### src/rtl/echo_detection_slot_table_macros.svh
// Assertion helpers used by esdt_scan.
`ifndef ECHO_DETECTION_SLOT_TABLE_MACROS_SVH
`define ECHO_DETECTION_SLOT_TABLE_MACROS_SVH

// Condition that must hold at every clock edge outside reset.
`define ESDT_ASSERT_ALWAYS(lbl, cond, msg) \
  lbl: assert property (@(posedge clk) disable iff (rst) (cond)) else $error(msg);

// Condition that implies a consequence in the cycle after it.
`define ESDT_ASSERT_NEXT(lbl, ante, cons, msg) \
  lbl: assert property (@(posedge clk) disable iff (rst) (ante) |=> (cons)) else $error(msg);

`endif

### src/rtl/esdt_pkg.sv
package esdt_pkg;

  // Default slot count
  localparam int SLOTS_DEFAULT = 10;

  // Field widths
  localparam int ECHO_W  = 15;
  localparam int TIME_W  = 32;
  localparam int DIST_W  = 19;
  localparam int MAXCM_W = 9;
  localparam int FADE_W  = 16;
  localparam int CFG_W   = 16;

  // Arithmetic constants
  localparam int MILLI_CM_PER_US = 17;
  localparam int MILLI_PER_CM    = 1000;
  localparam logic [DIST_W-1:0] DIST_MAX = '1;

  // Register reset values
  localparam logic [MAXCM_W-1:0] MAX_CM_RESET = 9'd200;
  localparam logic [FADE_W-1:0]  FADE_RESET   = 16'd3000;

  // Register indexes
  localparam logic REG_MAX_DISTANCE = 1'b0;
  localparam logic REG_FADE         = 1'b1;

  typedef struct packed {
    logic [ECHO_W-1:0] echo_us;
    logic [TIME_W-1:0] now_ms;
  } cmd_t;

  typedef struct packed {
    logic [DIST_W-1:0] distance_milli_cm;
    logic              accepted;
    logic [3:0]        slot_used;
    logic              evicted;
    logic [9:0]        expired_mask;
    logic [3:0]        active_count;
  } result_t;

  typedef struct packed {
    logic [MAXCM_W-1:0] max_distance_cm;
    logic [FADE_W-1:0]  fade_ms;
  } cfg_t;

  // One slot of the table
  typedef struct packed {
    logic              valid;
    logic [TIME_W-1:0] stamp;
    logic [ECHO_W-1:0] echo;
  } entry_t;

  // Chain control from the scanner
  typedef struct packed {
    logic shift;
    logic write;
  } ctl_t;

endpackage

### src/rtl/esdt_cell.sv
module esdt_cell (
  input  logic            clk,
  input  logic            rst,
  input  logic            shift,
  input  esdt_pkg::entry_t shift_in,
  input  logic            wr,
  input  esdt_pkg::entry_t wr_data,
  output esdt_pkg::entry_t q
);

  // Valid flag cleared at reset; payload undefined until written
  always_ff @(posedge clk) begin
    if (rst) begin
      q.valid <= 1'b0;
    end else if (wr) begin
      q.valid <= wr_data.valid;
    end else if (shift) begin
      q.valid <= shift_in.valid;
    end
    if (wr) begin
      q.stamp <= wr_data.stamp;
      q.echo  <= wr_data.echo;
    end else if (shift) begin
      q.stamp <= shift_in.stamp;
      q.echo  <= shift_in.echo;
    end
  end

endmodule

### src/rtl/esdt_scan.sv
`include "echo_detection_slot_table_macros.svh"

module esdt_scan #(
  parameter int SLOTS = esdt_pkg::SLOTS_DEFAULT,
  localparam int IDX_W = (SLOTS > 1) ? $clog2(SLOTS) : 1
) (
  input  logic              clk,
  input  logic              rst,
  input  logic              start,
  output logic              busy,
  input  esdt_pkg::cmd_t    cmd,
  input  esdt_pkg::cfg_t    cfg,
  input  esdt_pkg::entry_t  head,
  output esdt_pkg::ctl_t    ctl,
  output esdt_pkg::entry_t  tail,
  output logic [IDX_W-1:0]  wr_idx,
  output esdt_pkg::entry_t  wr_data,
  output esdt_pkg::result_t result,
  output logic              done
);

  localparam int CNT_W = $clog2(SLOTS + 1);

  localparam logic [1:0] ST_IDLE  = 2'd0;
  localparam logic [1:0] ST_SCAN  = 2'd1;
  localparam logic [1:0] ST_WRITE = 2'd2;

  logic [1:0] state;

  // Latched word
  logic [esdt_pkg::ECHO_W-1:0] echo_r;
  logic [esdt_pkg::TIME_W-1:0] now_r;
  logic [esdt_pkg::DIST_W-1:0] dist_r;
  logic                        acc_r;

  // Scan token
  logic [IDX_W-1:0]            cnt;
  logic                        free_found;
  logic [IDX_W-1:0]            free_idx;
  logic                        min_have;
  logic [IDX_W-1:0]            min_idx;
  logic [esdt_pkg::TIME_W-1:0] min_time;
  logic                        min_surv;
  logic [SLOTS-1:0]            exp_mask;
  logic [CNT_W-1:0]            surv_cnt;

  // Acceptance test on the incoming word
  logic [esdt_pkg::DIST_W:0]   dist_full;
  logic [esdt_pkg::DIST_W-1:0] limit;
  logic                        acc_in;
  logic                        take;

  assign take      = start && !busy;
  assign dist_full = (esdt_pkg::DIST_W + 1)'(cmd.echo_us)
                     * (esdt_pkg::DIST_W + 1)'(esdt_pkg::MILLI_CM_PER_US);
  assign limit     = esdt_pkg::DIST_W'(cfg.max_distance_cm)
                     * esdt_pkg::DIST_W'(esdt_pkg::MILLI_PER_CM);
  assign acc_in    = (cmd.echo_us != '0)
                     && (dist_full < (esdt_pkg::DIST_W + 1)'(limit));

  // Head-of-chain check
  logic [esdt_pkg::TIME_W-1:0] age;
  logic                        expire;
  logic                        surv;
  logic                        newer_min;

  assign age       = now_r - head.stamp;
  assign expire    = head.valid && (age > esdt_pkg::TIME_W'(cfg.fade_ms));
  assign surv      = head.valid && !expire;
  assign newer_min = head.valid && (!min_have || (head.stamp < min_time));

  assign tail = '{valid: surv, stamp: head.stamp, echo: head.echo};

  // Chain control and slot write
  logic [IDX_W-1:0] pick;

  assign pick      = free_found ? free_idx : min_idx;
  assign busy      = (state != ST_IDLE);
  assign ctl.shift = (state == ST_SCAN);
  assign ctl.write = (state == ST_WRITE) && acc_r;
  assign wr_idx    = pick;
  assign wr_data   = '{valid: 1'b1, stamp: now_r, echo: echo_r};

  // Result assembly
  esdt_pkg::result_t res_next;
  logic [SLOTS-1:0]  pick_mask;
  logic [SLOTS+9:0]  mask_ext;
  logic [CNT_W-1:0]  cnt_final;
  logic [CNT_W+3:0]  cnt_ext;
  logic [IDX_W+3:0]  pick_ext;

  always_comb begin
    pick_mask = acc_r ? (SLOTS'(1) << pick) : '0;
    mask_ext  = {10'b0, exp_mask & ~pick_mask};
    cnt_final = surv_cnt + CNT_W'(acc_r)
                - CNT_W'(acc_r && !free_found && min_surv);
    cnt_ext   = (CNT_W + 4)'(cnt_final);
    pick_ext  = (IDX_W + 4)'(pick);
    res_next.distance_milli_cm = dist_r;
    res_next.accepted          = acc_r;
    res_next.slot_used         = acc_r ? pick_ext[3:0] : 4'd0;
    res_next.evicted           = acc_r && !free_found;
    res_next.expired_mask      = mask_ext[9:0];
    res_next.active_count      = (cnt_ext > (CNT_W + 4)'(15)) ? 4'hF : cnt_ext[3:0];
  end

  // Sequencer: accept, scan the chain once around, then write
  always_ff @(posedge clk) begin
    if (rst) begin
      state <= ST_IDLE;
      done  <= 1'b0;
    end else begin
      done <= 1'b0;
      unique case (state)
        ST_IDLE: begin
          if (take) begin
            state <= ST_SCAN;
          end
        end
        ST_SCAN: begin
          if (cnt == IDX_W'(SLOTS - 1)) begin
            state <= ST_WRITE;
          end
        end
        ST_WRITE: begin
          done  <= 1'b1;
          state <= ST_IDLE;
        end
        default: state <= ST_IDLE;
      endcase
    end
  end

  // Token and word registers
  always_ff @(posedge clk) begin
    if (state == ST_IDLE && take) begin
      echo_r     <= cmd.echo_us;
      now_r      <= cmd.now_ms;
      acc_r      <= acc_in;
      dist_r     <= dist_full[esdt_pkg::DIST_W] ? esdt_pkg::DIST_MAX
                                                : dist_full[esdt_pkg::DIST_W-1:0];
      cnt        <= '0;
      free_found <= 1'b0;
      free_idx   <= '0;
      min_have   <= 1'b0;
      min_idx    <= '0;
      min_time   <= '0;
      min_surv   <= 1'b0;
      exp_mask   <= '0;
      surv_cnt   <= '0;
    end else if (state == ST_SCAN) begin
      cnt           <= cnt + IDX_W'(1);
      exp_mask[cnt] <= expire;
      surv_cnt      <= surv_cnt + CNT_W'(surv);
      if (!head.valid && !free_found) begin
        free_found <= 1'b1;
        free_idx   <= cnt;
      end
      if (newer_min) begin
        min_have <= 1'b1;
        min_idx  <= cnt;
        min_time <= head.stamp;
        min_surv <= surv;
      end
    end
  end

  // Output register
  always_ff @(posedge clk) begin
    if (state == ST_WRITE) begin
      result <= res_next;
    end
  end

  `ESDT_ASSERT_ALWAYS(a_done_after_write, !done || $past(state == ST_WRITE), "done without write")
  `ESDT_ASSERT_NEXT(a_take_scans, take, state == ST_SCAN, "accepted word did not start a scan")
  `ESDT_ASSERT_ALWAYS(a_count_fits, !done || (result.active_count <= SLOTS), "count above slots")
  `ESDT_ASSERT_ALWAYS(a_evict_needs_accept, !done || !result.evicted || result.accepted, "evict without accept")

endmodule

### src/rtl/echo_detection_slot_table.sv
// Echo slot table.
// Command channel: drive cmd (echo width in us, time in ms) and raise start;
// the word is taken at a clock edge where start is high and busy is low.
// busy stays high while the word is processed.
// Result channel: result is valid for exactly one cycle while done is high;
// the receiver cannot stall, so it must capture the word in that cycle.
// Sequence: after the accepting edge the entries rotate once around per word
// past a single check unit at the head, then the chosen slot is written
// directly and done rises. No new word is taken while busy is high; a new
// word can be taken in the cycle done is high.
// Configuration: cfg_we with cfg_index and cfg_data writes a register
// (index 0 distance limit in cm, index 1 fade time in ms); write
// only while busy is low and no result is pending.
// Reset (rst, synchronous): all slots go inactive, registers return to
// 200 cm and 3000 ms, busy and done drop.
module echo_detection_slot_table #(
  parameter int SLOTS = esdt_pkg::SLOTS_DEFAULT,
  localparam int IDX_W = (SLOTS > 1) ? $clog2(SLOTS) : 1
) (
  input  logic                       clk,
  input  logic                       rst,
  input  logic                       start,
  output logic                       busy,
  input  esdt_pkg::cmd_t             cmd,
  output esdt_pkg::result_t          result,
  output logic                       done,
  input  logic                       cfg_we,
  input  logic                       cfg_index,
  input  logic [esdt_pkg::CFG_W-1:0] cfg_data
);

  esdt_pkg::cfg_t   cfg;
  esdt_pkg::ctl_t   ctl;
  esdt_pkg::entry_t tail;
  esdt_pkg::entry_t wr_data;
  logic [IDX_W-1:0] wr_idx;
  esdt_pkg::entry_t q [SLOTS];

  // Configuration registers
  always_ff @(posedge clk) begin
    if (rst) begin
      cfg.max_distance_cm <= esdt_pkg::MAX_CM_RESET;
      cfg.fade_ms         <= esdt_pkg::FADE_RESET;
    end else if (cfg_we) begin
      unique case (cfg_index)
        esdt_pkg::REG_MAX_DISTANCE: cfg.max_distance_cm <= cfg_data[esdt_pkg::MAXCM_W-1:0];
        esdt_pkg::REG_FADE:         cfg.fade_ms         <= cfg_data[esdt_pkg::FADE_W-1:0];
        default: ;
      endcase
    end
  end

  // Slot chain: entries move toward cell 0, the head re-enters at the tail
  for (genvar i = 0; i < SLOTS; i++) begin : g_cell
    esdt_pkg::entry_t nbr;
    if (i == SLOTS - 1) begin : g_last
      assign nbr = tail;
    end else begin : g_mid
      assign nbr = q[i+1];
    end
    esdt_cell u_cell (
      .clk      (clk),
      .rst      (rst),
      .shift    (ctl.shift),
      .shift_in (nbr),
      .wr       (ctl.write && (wr_idx == IDX_W'(i))),
      .wr_data  (wr_data),
      .q        (q[i])
    );
  end

  esdt_scan #(.SLOTS(SLOTS)) u_scan (
    .clk     (clk),
    .rst     (rst),
    .start   (start),
    .busy    (busy),
    .cmd     (cmd),
    .cfg     (cfg),
    .head    (q[0]),
    .ctl     (ctl),
    .tail    (tail),
    .wr_idx  (wr_idx),
    .wr_data (wr_data),
    .result  (result),
    .done    (done)
  );

endmodule

### config.mk
export PLATFORM = sky130hd
export DESIGN_NAME = echo_detection_slot_table
export DESIGN_NICKNAME = d
export VERILOG_FILES = /design/src/rtl/esdt_pkg.sv /design/src/rtl/esdt_cell.sv /design/src/rtl/esdt_scan.sv /design/src/rtl/echo_detection_slot_table.sv
export VERILOG_INCLUDE_DIRS = /design/src /design/src/rtl
export SDC_FILE = /design/constraint.sdc
export NUM_CORES = 1
export LEC_CHECK = 0
export BUFFER_PORTS_ARGS = -buffer_cell sky130_fd_sc_hd__buf_2
export CORE_ASPECT_RATIO = 0.5
export CORE_UTILIZATION = 40
export CTS_CLUSTER_SIZE = 20
export DETAILED_ROUTE_END_ITERATION = 6
export PLACE_DENSITY = 0.66
export SETUP_SLACK_MARGIN = 0.15
export SLEW_MARGIN = 20
export SYNTH_ARGS = -nofsm -noshare
export SYNTH_HDL_FRONTEND = slang
export SYNTH_HIERARCHICAL = 1
export SYNTH_SLANG_ARGS = --single-unit
### constraint.sdc
create_clock -name clk -period 7.75 [get_ports clk]
set_input_delay 1.55 -clock clk [delete_from_list [all_inputs] [get_ports clk]]
set_output_delay 1.55 -clock clk [all_outputs]
set_load 0.005 [all_outputs]
== Word-level counts from Yosys, hierarchy flattened ==
Cells that the tools add are included.

* Bits in registers: 675
* Input bits: 68
* Output and inout port bits: 41
* Word-level logic and storage cells: 178

* Add/sub/neg operators: 5
* Multipliers: 2
* Magnitude comparators: 5
* Equality and inequality tests: 14
* Shifts and indexed selects: 1
* Muxes and demuxes: 49
* Bitwise logic cells: 3
* Reduce and logical (&&, ||, !) cells: 46

{| class="wikitable"
|+ Operators with widths
! operator !! number
|-
| $mux W47 || 20
|-
| $gt A32 B16 Y1 || 1
|-
| $lt A32 B32 Y1 || 1
|-
| $sub A32 B32 Y32 || 1
|-
| $mux W1 || 22
|-
| $reduce_bool A2 Y1 || 11
|-
| $logic_and A1 B1 Y1 || 21
|-
| $lt A20 B19 Y1 || 1
|-
| $mul A15 B5 Y20 const B || 1
|-
| $eq A4 B3 Y1 const B || 4
|-
| $mul A9 B7 Y16 const B || 1
|-
| $reduce_bool A15 Y1 || 1
|-
| $eq A4 B4 Y1 const B || 3
|-
| $and A10 B10 Y10 || 1
|-
| $bwmux W10 || 1
|-
| $mux W10 || 1
|-
| $not A10 Y10 || 1
|-
| $reduce_and A2 Y1 || 5
|-
| $shl A1 B4 Y10 const A || 1
|-
| $add A4 B1 Y4 || 2
|-
| $eq A4 B2 Y1 const B || 2
|-
| $logic_not A1 Y1 || 5
|-
| $lt A4 B5 Y1 const B || 1
|-
| $add A4 B1 Y4 const B || 1
|-
| other kinds (14) || 16
|}

== Depth between registers and ports, before layout ==
* Word-level depth: 7
* Depth in mapped cells: 24
* Gate-level depth less buffers: 24

== Modules after synthesis ==
Netlist, hierarchy kept.

{| class="wikitable"
|+ Modules (own cells, without submodules)
! module !! instances !! cells an instance !! area an instance (µm²) !! seq. area each (µm²)
|-
| esdt_cell || 10 || 106 || 2074.5 || 1431.4
|-
| esdt_scan || 1 || 1250 || 12191.7 || 4464.3
|-
| echo_detection_slot_table || 1 || 117 || 1109.8 || 500.5
|}

== Worst setup path before layout ==
No wires, ideal clock.

* Path type: reg-to-reg
* From: reg, netlist name cfg[17]
* To: reg u_scan.acc_r (data pin)
* Library setup time: 0.132 ns
* Arrival time: 4.834 ns
* Data required time: 7.618 ns
* Path slack: 2.784 ns
* Cell stages (with the launch flop): 23
* Path buffers: 0
* Period minus slack after synthesis: 4.966 ns
* Path through: dfxtp_1 fa_1 xor2_1 ha_1 inv_1 fa_1 fa_1 inv_1 ha_1 inv_1 o21ai_0 a21oi_1 o21bai_1 and4_1 a311oi_1 nand2b_1 xnor2_1 ha_1 nor2b_1 o21ai_0 a21oi_1 a311oi_1 o311a_1

* Cells in the longest elaborated chain, start to end: 3

{| class="wikitable"
|+ RTL lines
! what !! line !! text
|-
| $mul A9 B7 Y16 || esdt_scan.sv:57 || <nowiki>* esdt_pkg::DIST_W'(esdt_pkg::MILLI_PER_CM);</nowiki>
|-
| $lt A20 B19 Y1 || esdt_scan.sv:59 || <nowiki>&& (dist_full < (esdt_pkg::DIST_W + 1)'(limit));</nowiki>
|-
| $logic_and A1 B1 Y1 || esdt_scan.sv:59 ||
|-
| via u_scan.acc_in || esdt_scan.sv:50 || <nowiki>logic acc_in;</nowiki>
|-
| to (signal assigned) || esdt_scan.sv:139 || <nowiki>acc_r <= acc_in;</nowiki>
|-
| to (decl) || esdt_scan.sv:34 || <nowiki>logic acc_r;</nowiki>
|}

The timed path passes the listed nets, and every way through them passes these cells.
A chain may end at the register's enable or synchronous reset.

== Worst setup path after layout ==
* From: reg, netlist name cfg[17]
* To: reg u_scan.acc_r (data pin)

* Cells in the longest elaborated chain, start to end: 3

{| class="wikitable"
|+ RTL lines
! what !! line
|-
| $mul A9 B7 Y16 || esdt_scan.sv:57
|-
| $lt A20 B19 Y1 || esdt_scan.sv:59
|-
| $logic_and A1 B1 Y1 || esdt_scan.sv:59
|-
| via u_scan.acc_in || esdt_scan.sv:50
|}

The timed path passes the listed nets, and every way through them passes these cells.

==> metrics.md <==
| Metric | Value |
|---|---|
| Clock network latency to the later pin of the worst-skew pair | `0.59 ns` |
| Final net count | `2404` |
| Area of combinational cells with multiple inputs | `0.0113 mm²` |
| CTS Sinks | `510` |
| Routed wire length | `57400 µm` |
| Total via count in the routed design | `16000` |
| Worst slack on hold paths | `0.415 ns` |
| Post-CTS Setup Bufs | `0` |
| Clock transition time at the flip-flop clock pins of the worst setup and hold paths | `0.06 ns` |
| Cell with the biggest individual delay on the critical path | `sky130_fd_sc_hd__fa_1` |
| Clock Skews | `0.0199 ns` |
| Hold buffer count at cts | `0` |
| Core region area | `0.0672 mm²` |
| Max Buffers Root-to-Sink | `3` |
| Post-DP HPWL | `37200 µm` |
| GR Util All Layers | `0.164` |
| Hold Violations, Final | `0` |
| Signed area change from the synthesized netlist to the final layout | `8.63%` |
| Number of global-route vias before repair | `15800` |
| Wire length of the first global-routing pass | `89800 µm` |
| Number of primary I/O pins | `109` |
| FF+latch area | `0.0143 mm²` |
| Launch point of the worst reg-to-reg path | `cfg[17]$_SDFFE_PP0P_` |
| Total power | `6780 µW` |
| Number of remaining DRC errors | `0` |
| RSZ-0062 raised after global routing | `no` |
| Worst Setup End Kind | `flop` |
| CTS H-tree depth | `2` |
| Count of buffers inserted at the top-level ports | `108` |
| Clock root cell | `sky130_fd_sc_hd__clkbuf_16` |
| Final worst path period share | `0.690` |
| DR top layer | `met4` |
| Achievable Freq | `0.187 GHz` |
| Die Span X | `371 µm` |
| Kind of path behind the tightest hold check | `flop to flop` |
| Final critical-path setup slack | `2.40 ns` |
| Worst path cell trace | `fa_1 > xor2_1 > ha_1 > inv_1 > fa_1 > fa_1 > inv_1 > ha_1 > inv_1 > o21ai_0 > a21oi_1 > o21bai_1 > and4_1 > a311oi_1 > nand2b_1 > xnor2_1 > ha_1 > nor2b_1 > o21ai_0 > a21oi_1 > a311oi_1 > o311a_1` |
| Post-cts resize count | `0` |
| TritonCTS clock tree | `built` |
| Data required, critical path | `8.21 ns` |
| Crit Path Max Fanout | `7` |
| Fraction of layout instances using a drive strength above 1 | `0.262` |
| Vertical die dimension | `187 µm` |
| P per Cell Area | `229 mW/mm²` |
| Filler cell count | `6177` |
| Syn Nets | `2359` |
| Run status | `finished, final reports clean` |
| Worst relative slew slack | `0.252` |
| Number of nets still failing antenna checks after routing | `0` |
| Summed instance area of the synthesized netlist | `0.0273 mm²` |
| Largest stage delay on the critical path | `0.53 ns` |
| Max-slew violations | `0` |
| Worst endpoint data arrival time | `5.81 ns` |
| Post-Syn Instances | `2097` |
| Final sum of negative setup slack | `0 ns` |
| DP Worst Slack | `2.41 ns` |
| Initial antenna violation count | `2` |
| Wirelength per Cell | `18.6 µm` |
| Count of yosys warnings during synthesis | `6` |
| Number of detailed-route iterations in the first pass | `5` |
| Setup-failing EPs final | `0` |
| DRC marker count from the first detailed-route iteration | `954` |
| Period minus WS final | `5.35 ns` |
| Number of rows created at floorplan | `67` |
| Critical path startpoint category | `flop` |
| Met1 layer wirelength in the final routing | `27600 µm` |
| Min-Delay Startpoint | `u_scan/dist_r[15]$_SDFFCE_PP1P_` |
| Placer congestion estimate | `0.884` |
| Slew of the pin with the lowest slew margin | `1.12 ns` |
| Peak supply drop | `0.164 mV` |
| Average via count per standard cell | `5.20` |
| CP Class | `flop to flop` |
| Overflow left after global routing | `0` |
| Leakage power | `0.0112 µW` |
| Wire length on met3 | `2270 µm` |
| Starting utilization of the core area | `0.406` |
| Count of max-cap constraint violations | `0` |
| Met2 Wirelength | `26600 µm` |
| Maximum number of pins on one net before global-route repair | `60` |
| Worst setup path start | `cfg[17]$_SDFFE_PP0P_` |
| Synthesized area per cell | `13.0 µm²` |
| CTS buffer count | `50` |
| Overall die area | `0.0693 mm²` |
## per-stage QoR
step | instance area (µm²) | util | cells
3_3_place_gp | 28100 | 0.417 | 2987
5_1_grt | 29600 | 0.441 | 3083
3_5_place_dp | 28100 | 0.417 | 2987
4_1_cts | 29600 | 0.441 | 3081
6_report | 29600 | 0.441 | 3083
2_1_floorplan | 27300 | - | 2097
## final timing paths
| check | end | slack (ns) | depth (start not counted) |
|---|---|---|---|
| max | u_scan/acc_r$_DFFE_PP_ | 2.40 | 22 |
| min | u_scan/result[35]$_DFFE_PP_ | 0.41 | 0 |
| max reg2reg | u_scan/acc_r$_DFFE_PP_ | 2.40 | 22 |
| min reg2reg | u_scan/result[35]$_DFFE_PP_ | 0.41 | 0 |
## layout make-up
cell class,count,area share
Sequential cell,510,0.483
Multi-Input combinational cell,1282,0.381
Antenna cell,2,0.000169
Inverter,174,0.0221
Tap cell,897,0.0379
Clock inverter,17,0.00481
Clock buffer,77,0.0487
Timing Repair Buffer,124,0.0223
## where the power goes
group	switching (µW)	internal [µW]	total [µW]	leakage, µW
registers	100	3150	3260	0.00466
clock network	1050	1330	2370	0.000771
logic	650	506	1160	0.00576
## worst max-delay path, delay by kind of cell (launching register included)
kind / cells / cell delay (ns)
compound gates: 8 / 1.41
xor+xnor: 2 / 0.33
fa+ha+maj: 6 / 2.33
buf+inv: 3 / 0.18
flops: 1 / 0.51
simple gates: 3 / 0.44
## state kept, by name, indices dropped and copies added, names as in the netlist
signal and flops:
cfg 25, g_cell.u_cell/q 330, u_scan/acc_r 1, u_scan/cnt 4, u_scan/dist_r 19, u_scan/done 1
u_scan/exp_mask 10, u_scan/free_found 1, u_scan/free_idx 4, u_scan/min_have 1, u_scan/min_idx 4, u_scan/min_surv 1
u_scan/min_time 32, u_scan/now_r 32, u_scan/result 39, u_scan/state 2, u_scan/surv_cnt 4
## metal layers
layer / vias to the layer above / global-route usage
li1: 7681 / -
met1: 8016 / 0.236
met2: 277 / 0.261
met3: 67 / 0.0223
met4: 0 / 0.0396
met5: - / 0
## layout by cell type, fill, tap and decap left out, drive strengths merged, types with 67 or more instances in the layout
master / instances
edfxtp: 411
mux2: 322
inv: 177
ha: 166
buf: 124
nor2: 102
dfxtp: 99
a21oi: 83
clkbuf: 77
nand2: 67
Power figures use the tool's default switching activity.
